File: src/rtl/hec_pkg.sv
// ---------------------------------------------------------------------------
// hec_pkg
// Shared types, entity table and lookup functions of the HTML entity codec.
// ---------------------------------------------------------------------------
package hec_pkg;

   localparam int NUM_ENT    = 25;
   localparam int ACCENT_ENT = 22;
   localparam int WINDOW     = 8;

   localparam logic [7:0] CHAR_AMP  = 8'h26;
   localparam logic [7:0] CHAR_SEMI = 8'h3B;

   // register indexes
   localparam logic [7:0] REG_DIRECTION = 8'd0;
   localparam logic [7:0] REG_XML_SET   = 8'd1;

   typedef logic [4:0] ent_idx_type;

   // code-page byte of each entry
   localparam logic [7:0] ENT_CODE [NUM_ENT] = '{
      8'h85, 8'hA0, 8'h83, 8'h8A, 8'h82, 8'h88, 8'h8D, 8'hA1, 8'h8C,
      8'h95, 8'hA2, 8'h93, 8'h97, 8'hA3, 8'h96, 8'h87, 8'h81, 8'h84,
      8'h94, 8'h9A, 8'h8E, 8'h99, 8'h3C, 8'h3E, 8'h26};

   localparam logic [3:0] ENT_LEN [NUM_ENT] = '{
      4'd8, 4'd8, 4'd7, 4'd8, 4'd8, 4'd7, 4'd8, 4'd8, 4'd7,
      4'd8, 4'd8, 4'd7, 4'd8, 4'd8, 4'd7, 4'd8, 4'd6, 4'd6,
      4'd6, 4'd6, 4'd6, 4'd6, 4'd4, 4'd4, 4'd5};

   // entity text, right aligned: first character in the highest used byte
   localparam logic [63:0] ENT_TEXT [NUM_ENT] = '{
      64'("&agrave;"), 64'("&aacute;"), 64'("&acirc;"),
      64'("&egrave;"), 64'("&eacute;"), 64'("&ecirc;"),
      64'("&igrave;"), 64'("&iacute;"), 64'("&icirc;"),
      64'("&ograve;"), 64'("&oacute;"), 64'("&ocirc;"),
      64'("&ugrave;"), 64'("&uacute;"), 64'("&ucirc;"),
      64'("&ccedil;"), 64'("&uuml;"),   64'("&auml;"),
      64'("&ouml;"),   64'("&Uuml;"),   64'("&Auml;"),
      64'("&Ouml;"),
      64'("&lt;"),     64'("&gt;"),     64'("&amp;")};

   typedef struct packed {
      logic        hit;
      ent_idx_type idx;
   } lookup_type;

   // one queued item with its encode classification
   typedef struct packed {
      logic [7:0] char_v;
      logic       last;
      lookup_type enc;
   } item_type;

   typedef enum logic [2:0] {
      ST_IDLE, ST_ENC, ST_DEC, ST_FLUSH, ST_DONE
   } back_state_type;

   // character k of entry idx
   function automatic logic [7:0] ent_char(ent_idx_type idx, logic [2:0] k);
      logic [63:0] t;
      int          sh;
      t  = ENT_TEXT[idx];
      sh = 8 * (int'(ENT_LEN[idx]) - 1 - int'(k));
      if (sh < 0) sh = 0;
      return t[sh +: 8];
   endfunction

   // byte to entry lookup; lowest index wins
   function automatic lookup_type enc_lookup(logic [7:0] c, logic xml);
      lookup_type res;
      res = '0;
      for (int i = NUM_ENT - 1; i >= 0; i--) begin
         if ((i < ACCENT_ENT || xml) && ENT_CODE[i] == c) begin
            res.hit = 1'b1;
            res.idx = ent_idx_type'(i);
         end
      end
      return res;
   endfunction

   // buffered text to entry lookup; byte k of b at [8k+:8]
   function automatic lookup_type dec_match(logic [63:0] b, logic [3:0] cnt,
                                            logic xml);
      lookup_type res;
      logic       ok;
      res = '0;
      for (int i = NUM_ENT - 1; i >= 0; i--) begin
         ok = (i < ACCENT_ENT || xml) && ENT_LEN[i] == cnt;
         for (int k = 0; k < 8; k++) begin
            if (k < int'(ENT_LEN[i]) &&
                b[8*k +: 8] != ent_char(ent_idx_type'(i), 3'(k)))
               ok = 1'b0;
         end
         if (ok) begin
            res.hit = 1'b1;
            res.idx = ent_idx_type'(i);
         end
      end
      return res;
   endfunction

endpackage

File: src/rtl/hec_front.sv
// ---------------------------------------------------------------------------
// hec_front
// Accepts input items, classifies them against the entity table and holds
// them in a two-entry queue for the back end.
// ---------------------------------------------------------------------------
module hec_front (
   input  logic              clock,
   input  logic              reset,
   input  logic              xml_set,
   input  logic              req_tvalid,
   output logic              req_tready,
   input  logic [7:0]        req_tdata,
   input  logic              req_tlast,
   output logic              q_valid,
   input  logic              q_pop,
   output hec_pkg::item_type q_item
);
   import hec_pkg::*;

   item_type   mem_ff [2];
   item_type   mem_in;
   logic       wr_ff, wr_in;
   logic       rd_ff, rd_in;
   logic [1:0] cnt_ff, cnt_in;
   logic       push, pop;

   // classify on entry
   always_comb begin
      mem_in.char_v = req_tdata;
      mem_in.last   = req_tlast;
      mem_in.enc    = enc_lookup(req_tdata, xml_set);
   end

   assign req_tready = (cnt_ff != 2'd2);
   assign q_valid    = (cnt_ff != 2'd0);
   assign q_item     = mem_ff[rd_ff];
   assign push       = req_tvalid && req_tready;
   assign pop        = q_pop && q_valid;

   // pointers
   always_comb begin
      wr_in  = wr_ff ^ push;
      rd_in  = rd_ff ^ pop;
      cnt_in = cnt_ff + 2'(push) - 2'(pop);
   end

   always_ff @(posedge clock) begin
      if (reset) begin
         wr_ff  <= 1'b0;
         rd_ff  <= 1'b0;
         cnt_ff <= 2'd0;
      end else begin
         wr_ff  <= wr_in;
         rd_ff  <= rd_in;
         cnt_ff <= cnt_in;
      end
   end

   always_ff @(posedge clock) begin
      if (push) mem_ff[wr_ff] <= mem_in;
   end

endmodule

File: src/rtl/hec_back.sv
// ---------------------------------------------------------------------------
// hec_back
// Carries out queued items: entity expansion, entity buffering and rescan,
// end-of-string flush, and the result register with a one-byte hold stage
// that lets the last result of an item be marked.
// ---------------------------------------------------------------------------
module hec_back (
   input  logic              clock,
   input  logic              reset,
   input  logic              direction,
   input  logic              xml_set,
   input  logic              buf_clear,
   input  logic              q_valid,
   output logic              q_pop,
   input  hec_pkg::item_type q_item,
   output logic              rsp_tvalid,
   input  logic              rsp_tready,
   output logic [7:0]        rsp_tdata,
   output logic              rsp_tlast,
   output logic              rsp_tuser
);
   import hec_pkg::*;

   back_state_type  state_ff, state_in;
   item_type        cur_ff, cur_in;
   logic [3:0]      k_ff, k_in;
   logic [7:0][7:0] buf_ff, buf_in;
   logic [3:0]      cnt_ff, cnt_in;
   logic [7:0][7:0] pend_ff, pend_in;
   logic [3:0]      pcnt_ff, pcnt_in;
   logic [7:0]      hold_ff, hold_in;
   logic            hold_v_ff, hold_v_in;
   logic [7:0]      out_ff, out_in;
   logic            out_v_ff, out_v_in;
   logic            run_ff, run_in;
   logic            strm_ff, strm_in;

   logic            out_free, stall;
   logic [7:0]      head;
   logic [7:0][7:0] nb;
   logic [3:0]      ncnt;
   logic            close, pass;
   lookup_type      m;
   logic            emit_en;
   logic [7:0]      emit_byte;
   int              s;

   assign out_free = !out_v_ff || rsp_tready;
   assign stall    = hold_v_ff && !out_free;

   // buffer append and match of the head pending byte
   always_comb begin
      head           = pend_ff[0];
      nb             = buf_ff;
      nb[cnt_ff[2:0]] = head;
      ncnt           = cnt_ff + 4'd1;
      close          = (head == CHAR_SEMI) || (ncnt == 4'(WINDOW));
      pass           = (cnt_ff == 4'd0) && (head != CHAR_AMP);
      m              = dec_match(nb, ncnt, xml_set);
   end

   // datapath and result path
   always_comb begin
      cur_in    = cur_ff;
      k_in      = k_ff;
      buf_in    = buf_ff;
      cnt_in    = cnt_ff;
      pend_in   = pend_ff;
      pcnt_in   = pcnt_ff;
      hold_in   = hold_ff;
      hold_v_in = hold_v_ff;
      out_in    = out_ff;
      out_v_in  = out_v_ff && !rsp_tready;
      run_in    = run_ff;
      strm_in   = strm_ff;
      q_pop     = 1'b0;
      emit_en   = 1'b0;
      emit_byte = '0;
      s         = 0;
      unique case (state_ff)
         ST_IDLE: begin
            if (q_valid) begin
               q_pop      = 1'b1;
               cur_in     = q_item;
               k_in       = 4'd0;
               pend_in[0] = q_item.char_v;
               pcnt_in    = 4'd1;
            end
         end
         ST_ENC: begin
            if (!stall) begin
               emit_en   = 1'b1;
               emit_byte = cur_ff.enc.hit ? ent_char(cur_ff.enc.idx, k_ff[2:0])
                                          : cur_ff.char_v;
               k_in      = k_ff + 4'd1;
            end
         end
         ST_DEC: begin
            if (!stall) begin
               if (pcnt_ff == 4'd0) begin
                  k_in = 4'd0;
               end else if (pass) begin
                  emit_en   = 1'b1;
                  emit_byte = head;
                  pend_in   = pend_ff >> 8;
                  pcnt_in   = pcnt_ff - 4'd1;
               end else if (!close) begin
                  buf_in  = nb;
                  cnt_in  = ncnt;
                  pend_in = pend_ff >> 8;
                  pcnt_in = pcnt_ff - 4'd1;
               end else if (m.hit) begin
                  emit_en   = 1'b1;
                  emit_byte = ENT_CODE[m.idx];
                  cnt_in    = 4'd0;
                  pend_in   = pend_ff >> 8;
                  pcnt_in   = pcnt_ff - 4'd1;
               end else begin
                  // mismatch: '&' out, rest of the buffer goes back in front
                  emit_en   = 1'b1;
                  emit_byte = CHAR_AMP;
                  cnt_in    = 4'd0;
                  for (int j = 0; j < 8; j++) begin
                     if (j < 7 && j < int'(ncnt) - 1) begin
                        pend_in[j] = nb[3'(j + 1)];
                     end else begin
                        s = j - int'(ncnt) + 2;
                        pend_in[j] = (s < 8) ? pend_ff[3'(s)] : 8'd0;
                     end
                  end
                  pcnt_in = ncnt + pcnt_ff - 4'd2;
               end
            end
         end
         ST_FLUSH: begin
            if (!stall) begin
               if (k_ff < cnt_ff) begin
                  emit_en   = 1'b1;
                  emit_byte = buf_ff[k_ff[2:0]];
                  k_in      = k_ff + 4'd1;
               end else begin
                  cnt_in = 4'd0;
               end
            end
         end
         ST_DONE: begin
            if (hold_v_ff && out_free) begin
               out_in    = hold_ff;
               out_v_in  = 1'b1;
               run_in    = 1'b1;
               strm_in   = cur_ff.last;
               hold_v_in = 1'b0;
            end
         end
         default: ;
      endcase
      // a new byte pushes the held one out as a non-final result
      if (emit_en) begin
         if (hold_v_ff) begin
            out_in   = hold_ff;
            out_v_in = 1'b1;
            run_in   = 1'b0;
            strm_in  = 1'b0;
         end
         hold_in   = emit_byte;
         hold_v_in = 1'b1;
      end
      if (buf_clear) cnt_in = 4'd0;
   end

   // next state
   always_comb begin
      state_in = state_ff;
      unique case (state_ff)
         ST_IDLE:  if (q_valid) state_in = direction ? ST_DEC : ST_ENC;
         ST_ENC:   if (!stall && (!cur_ff.enc.hit ||
                       k_ff == ENT_LEN[cur_ff.enc.idx] - 4'd1)) state_in = ST_DONE;
         ST_DEC:   if (!stall && pcnt_ff == 4'd0)
                      state_in = cur_ff.last ? ST_FLUSH : ST_DONE;
         ST_FLUSH: if (!stall && k_ff >= cnt_ff) state_in = ST_DONE;
         ST_DONE:  if (!hold_v_ff || out_free) state_in = ST_IDLE;
         default:  state_in = ST_IDLE;
      endcase
   end

   always_ff @(posedge clock) begin
      if (reset) begin
         state_ff  <= ST_IDLE;
         cnt_ff    <= 4'd0;
         pcnt_ff   <= 4'd0;
         hold_v_ff <= 1'b0;
         out_v_ff  <= 1'b0;
      end else begin
         state_ff  <= state_in;
         cnt_ff    <= cnt_in;
         pcnt_ff   <= pcnt_in;
         hold_v_ff <= hold_v_in;
         out_v_ff  <= out_v_in;
      end
   end

   always_ff @(posedge clock) begin
      cur_ff  <= cur_in;
      k_ff    <= k_in;
      buf_ff  <= buf_in;
      pend_ff <= pend_in;
      hold_ff <= hold_in;
      out_ff  <= out_in;
      run_ff  <= run_in;
      strm_ff <= strm_in;
   end

   assign rsp_tvalid = out_v_ff;
   assign rsp_tdata  = out_ff;
   assign rsp_tlast  = run_ff;
   assign rsp_tuser  = strm_ff;

endmodule

File: src/rtl/html_entity_codec.sv
// ---------------------------------------------------------------------------
// html_entity_codec
// Streaming byte codec between code-page accent bytes and HTML entities.
// ---------------------------------------------------------------------------
// Usage:
//   req_*  : one text byte per item in tdata, tlast marks the string end.
//   rsp_*  : one output byte per item; tlast marks the last result caused
//            by an input item, tuser the final byte of the string.
//   csr_*  : register writes (0 direction, 1 xml_set), only while idle.
//            Writing the direction empties the entity buffer.
// Sequence: an item queues in a two-entry queue, then the back end starts
//   it from idle, processes its bytes in turn and closes it in the done
//   state. Encode: one output byte per entity character, or the plain
//   byte itself. Decode: each byte taken from the pending list (the item's
//   byte plus every byte rescanned after a failed match) is processed in
//   turn until that list is found empty, and at string end the buffered
//   bytes are flushed before the item closes; items run one at a time.
// Reset clears the queue, the buffer count, the registers and the result
//   register. When the receiver stalls, the back end carries on until the
//   result register and the one-byte hold stage are both full, then waits;
//   the queue keeps taking up to two items, then req_tready drops.
// ---------------------------------------------------------------------------
module html_entity_codec (
   input  logic       clock,
   input  logic       reset,
   input  logic       req_tvalid,
   output logic       req_tready,
   input  logic [7:0] req_tdata,   // [7:0] char_in
   input  logic       req_tlast,   // end_in
   output logic       rsp_tvalid,
   input  logic       rsp_tready,
   output logic [7:0] rsp_tdata,   // [7:0] char_out
   output logic       rsp_tlast,   // run_last
   output logic       rsp_tuser,   // stream_last
   input  logic       csr_valid,
   output logic       csr_ready,
   input  logic [7:0] csr_index,
   input  logic [7:0] csr_wdata
);
   import hec_pkg::*;

   logic     direction_ff, direction_in;
   logic     xml_ff, xml_in;
   logic     csr_wr, buf_clear;
   logic     q_valid, q_pop;
   item_type q_item;

   assign csr_ready = 1'b1;
   assign csr_wr    = csr_valid && csr_ready;
   assign buf_clear = csr_wr && (csr_index == REG_DIRECTION);

   // configuration registers
   always_comb begin
      direction_in = direction_ff;
      xml_in       = xml_ff;
      if (csr_wr && csr_index == REG_DIRECTION) direction_in = csr_wdata[0];
      if (csr_wr && csr_index == REG_XML_SET)   xml_in       = csr_wdata[0];
   end

   always_ff @(posedge clock) begin
      if (reset) begin
         direction_ff <= 1'b0;
         xml_ff       <= 1'b0;
      end else begin
         direction_ff <= direction_in;
         xml_ff       <= xml_in;
      end
   end

   hec_front u_front (
      .clock      (clock),
      .reset      (reset),
      .xml_set    (xml_ff),
      .req_tvalid (req_tvalid),
      .req_tready (req_tready),
      .req_tdata  (req_tdata),
      .req_tlast  (req_tlast),
      .q_valid    (q_valid),
      .q_pop      (q_pop),
      .q_item     (q_item)
   );

   hec_back u_back (
      .clock      (clock),
      .reset      (reset),
      .direction  (direction_ff),
      .xml_set    (xml_ff),
      .buf_clear  (buf_clear),
      .q_valid    (q_valid),
      .q_pop      (q_pop),
      .q_item     (q_item),
      .rsp_tvalid (rsp_tvalid),
      .rsp_tready (rsp_tready),
      .rsp_tdata  (rsp_tdata),
      .rsp_tlast  (rsp_tlast),
      .rsp_tuser  (rsp_tuser)
   );

endmodule

File: config.mk
export PLATFORM = sky130hd
export DESIGN_NAME = html_entity_codec
export DESIGN_NICKNAME = d
export VERILOG_FILES = /design/src/rtl/hec_pkg.sv /design/src/rtl/hec_front.sv /design/src/rtl/hec_back.sv /design/src/rtl/html_entity_codec.sv
export SDC_FILE = /design/constraint.sdc
export NUM_CORES = 1
export LEC_CHECK = 0
export ABC_AREA = 1
export BUFFER_PORTS_ARGS = -buffer_cell sky130_fd_sc_hd__buf_2
export CORE_MARGIN = 5
export CORE_UTILIZATION = 48
export DETAILED_ROUTE_END_ITERATION = 6
export PLACE_DENSITY_LB_ADDON = 0.1
export SYNTH_ARGS = -nofsm -noshare
export SYNTH_HDL_FRONTEND = slang
export SYNTH_HIERARCHICAL = 1
export SYNTH_SLANG_ARGS = --single-unit
File: constraint.sdc
create_clock -name clock -period 10.7 [get_ports clock]
set_input_delay 0.535 -clock clock [delete_from_list [all_inputs] [get_ports clock]]
set_output_delay 0.535 -clock clock [all_outputs]
set_load 0.02 [all_outputs]
==> metrics list <==
* Standard cell core area: 34400 µm²
* Setup repair after global routing missed its margin: false
- After the first detailed-routing iteration, the DRC count stood at 1585.
* Final Cycle Share: 0.562
- Max-cap violations in this run came to 0.
* Actual transition at the worst max-transition pin: 1120 ps
- Peak per-stage delay on the critical path: 810 ps
- Across the whole layout, storage elements account for 6230 µm².
- Pleak: 7.83 nW
- Synthesized flop and latch total: 214
* Critical path cell sequence: inv_2, nand3_1, o21ai_0, nor2_1, nand2_1, nor2_1, nand3_1, nor2_1, nand2_1, nand2_1, nor2_2, nand2_1, nor2_4, nand4_4, inv_2, buf_4, o221ai_1, o21ai_0, inv_1
- Highest metal used: met4
* Wire per inst: 19.3 µm
* Placer's final routability congestion estimate: 0.960
* Mean Syn Cell Area: 7.02 µm²
- For this run, the top clock speed supported by timing is 166 MHz.
- The final number of hold-violating endpoints came to 0.
* Outcome: completed
- Met3 layer wire length in the routed design: 4340 µm
* Rows: 68
- CP most frequent cell: nand2_1
* Hold slack: 177 ps
* Shortest period the worst path allows: 6020 ps
* Vias in the first global route: 14821
- In the final timing run, aggregate negative setup slack is 0 ps.
- TritonCTS built the clock tree.
* # diodes: 0
* Synth Net Count: 2452
* Clock skew after layout: 28.9 ps
- Die Span X: 196 µm
* Cts bufs inserted: 27
- Total DRC errors in the routed layout: 0
* Number of detailed-routing iterations run before antenna repair: 5
- Total power after layout: 5.41 mW
- Max-slew violation count: 0
- Count of flip-flops with a built-in enable after synthesis: 194
- The floorplan step defined a die boundary enclosing 38400 µm².
- Required time reported for the critical path endpoint: 11000 ps
- Switching share of power: 0.525
* Layout area overhead: 7.82%
- Number of endpoints failing setup at the final stage: 0
- Grouping stages by cell kind, the critical path spends the most delay in simple AND/OR/NAND/NOR gates.
* Total number of vias: 16132
- Area of the multi-input gates: 8650 µm²
- Arrival @ worst endpoint: 6320 ps
- Initial Util: 0.483
- For this design, the CTS-stage hold fixing added 0 buffers.
* Most instantiated flip-flop cell in the synthesis netlist: edfxtp_1
* Sequential group share of total power: 0.247
- In this run, distinct cell masters in the synthesized netlist total 65.
- Fill cells in the final layout number 3516.
- CTS built an H-tree with a depth of 1.
- The Yosys step of the flow raised 6 warnings.
- Post-CTS timing repair inserted 0 buffers for setup.
- Buffers placed on the I/O ports in this run total 34.
- Path category of the worst min-delay check: in -> reg
- Path type of the worst setup path: reg -> reg
* Congestion Overflow GR: 0
* Share of post-route cells with drive strength above 1: 0.0753
- Critical Path End Type: flip-flop
* Cells after synthesis: 2367
* Worst VDD drop: 0.189 mV
- Number of antenna violations at the first check in global routing: 0
- The share of the Yosys chip area taken by registers is 0.375.
- Of all nets on the critical path, the largest fanout is 77.
- Cell at the root of the clock tree: clkbuf_16
- The first global-routing pass estimated 84600 µm of wire.
- Met2 routed wirelength: 24100 µm
* Critical-path top delay cell: nand3_1
- Final Routed Wirelength: 54500 µm
- Overall global routing resource usage: 0.277
- For this design the top-level I/O count stands at 43.
- Entering global routing, the biggest net connects 110 pins.
* Combinational share of power: 0.578
- For this run, asynchronously set or reset flops after synthesis account for 0.
- Count of cells resized by post-cts repair: 0
* Setup slack after layout: 4680 ps
* Hpwl dp: 39100 µm
* Internal power: 2.57 mW
* Clock sinks: 214
* Sort of element at the start of the critical path: flip-flop
- Total routed wire length on the met1 layer: 23800 µm
- From bottom edge to top edge, the die measures 196 µm.
- Count of nets after finishing: 2429
* Cell area after synthesis: 16600 µm²
- After clock tree synthesis, the clock-pin slew on the worst setup and hold paths is 60 ps.
- After detailed routing, the number of vias per cell comes to 5.72.
- Counting both buffers and inverters, the worst setup path holds a total of 4.
* ANT nets after route: 0
* Maximum root-to-sink buffer count: 3
- Switch Pwr: 2.84 mW
- Slew headroom: 0.250
- Of the total power, the clock network draws 0.175.
- Power density over the cells: 302 nW/µm²
* Worst-Skew Late Latency: 580 ps
* Placement Setup Slack: 4710 ps
## power by group through the flow
| stage | Clock, mW | Combinational (mW) | Sequential (mW) |
|---|---|---|---|
| 2_1_floorplan | 0 | 2.20 | 1.22 |
| 3_3_place_gp | 0 | 3.04 | 1.35 |
| 3_5_place_dp | 0 | 3.05 | 1.35 |
| 4_1_cts | 0.968 | 3.07 | 1.33 |
| 5_1_grt | 0.998 | 3.48 | 1.35 |
| 6_report | 0.945 | 3.13 | 1.34 |
## sequential cells by signal, summed over array words and instances (netlist names), named ones only
signal	count
u_back/hold_ff	8
u_back/buf_ff	64
u_back/k_ff	4
u_front/rd_ff	1
u_back/cnt_ff	4
u_front/mem_ff	30
u_back/cur_ff	15
xml_ff	1
u_back/rsp_tvalid	1
u_back/state_ff	3
u_front/wr_ff	1
u_back/rsp_tuser	1
u_back/pcnt_ff	4
direction_ff	1
u_front/cnt_ff	2
u_back/head	8
u_back/pend_ff	56
u_back/hold_v_ff	1
## metal layers
layer,vias up,global-route usage
li1,7856,-
met1,7496,0.386
met2,659,0.439
met3,121,0.0410
met4,0,0.102
met5,-,0
## cell type report
cell class | count | share of cell area
repair buffers | 51 | 0.0166
multi-input cells | 1719 | 0.483
clock buffers | 31 | 0.0386
flip-flops and latches | 214 | 0.348
clock inverters | 19 | 0.0126
inverters | 331 | 0.0695
well taps | 455 | 0.0318
## logic make-up after synthesis
logic type / share of synthesized area
simple gates: 0.283
buf+inv: 0.105
compound gates: 0.186
xor+xnor: 0.00738
fa+ha+maj: 0.0428
flops: 0.375
mux: 0.00121
other cells: 0.000226
## cells in the mapped netlist (5+ instances only)
cell type | instances | area [µm²]
nand2_1 | 658 | 2470
inv_1 | 305 | 1140
o21ai_0 | 274 | 1370
nor2_1 | 235 | 882
edfxtp_1 | 194 | 5830
nand3_1 | 110 | 551
a21oi_1 | 89 | 445
clkbuf_1 | 60 | 225
ha_1 | 52 | 651
o21ai_1 | 38 | 190
nand4_1 | 35 | 219
o211ai_1 | 32 | 240
nor3_1 | 21 | 105
buf_2 | 20 | 100
dfxtp_1 | 20 | 400
inv_2 | 20 | 75.1
nor2_2 | 18 | 113
a32oi_1 | 14 | 123
o221ai_1 | 13 | 114
o2111ai_1 | 10 | 87.6
o31ai_1 | 10 | 75.1
buf_6 | 9 | 101
nand2_2 | 9 | 56.3
o21ai_2 | 9 | 78.8
buf_1 | 8 | 30.0
xor2_1 | 8 | 70.1
a31oi_1 | 6 | 37.5
buf_4 | 6 | 45.0
xnor2_1 | 6 | 52.6
a211oi_1 | 5 | 37.5
clkinv_1 | 5 | 18.8
nor2_4 | 5 | 56.3
## path summary, 6_finish.rpt
kind / startpoint / end / slack [ps] / depth (start not counted)
hold / removal: req_tlast / u_front/mem_ff[0][6]$_DFFE_PP_ / 180 / 1
hold reg to reg: u_back/rsp_tuser$_DFF_P_ / u_back/rsp_tuser$_DFF_P_ / 470 / 2
setup reg to reg: u_back/cnt_ff[0]$_SDFFE_PP0P_ / u_back/pend_ff[18]$_DFFE_PP_ / 4680 / 19
setup / recovery: u_back/cnt_ff[0]$_SDFFE_PP0P_ / u_back/pend_ff[18]$_DFFE_PP_ / 4680 / 19
## per-stage QoR
stage | cell area (µm²) | utilization | std cells
floorplan | 16600 | - | 2367
CTS | 17900 | 0.521 | 2820
global route | 17900 | 0.521 | 2820
detailed placement | 17000 | 0.494 | 2770
global placement | 17000 | 0.494 | 2770
finish | 17900 | 0.521 | 2820
## placed cells by master, fill, tap and decap left out, types with 6 or more instances in the layout
cell       instances
o211ai_1          32
o21ai_2            9
clkinv_2           6
inv_1            305
o21ai_1           38
xor2_1             8
nor3_1            20
edfxtp_1         194
o21ai_0          274
a32oi_1           14
nor2_1           234
dfxtp_1           19
nand2_2            9
a21oi_1           89
nor2_2            18
o2111ai_1         10
nand3_1          110
o221ai_1          13
clkinv_1           7
nand2_1          658
nand4_1           35
clkbuf_16         27
a31oi_1            6
buf_4             17
inv_2             20
buf_2             34
ha_1              52
nor2_4             6
xnor2_1            6
o31ai_1           10
## worst reg2reg max path: cells and delay by family (launching register included)
family          cells  cell delay, ps
simple gates       12            2440
buf+inv             4            1690
flops               1             570
compound gates      3            1080
No activity file was read; power rests on OpenSTA's default activity.
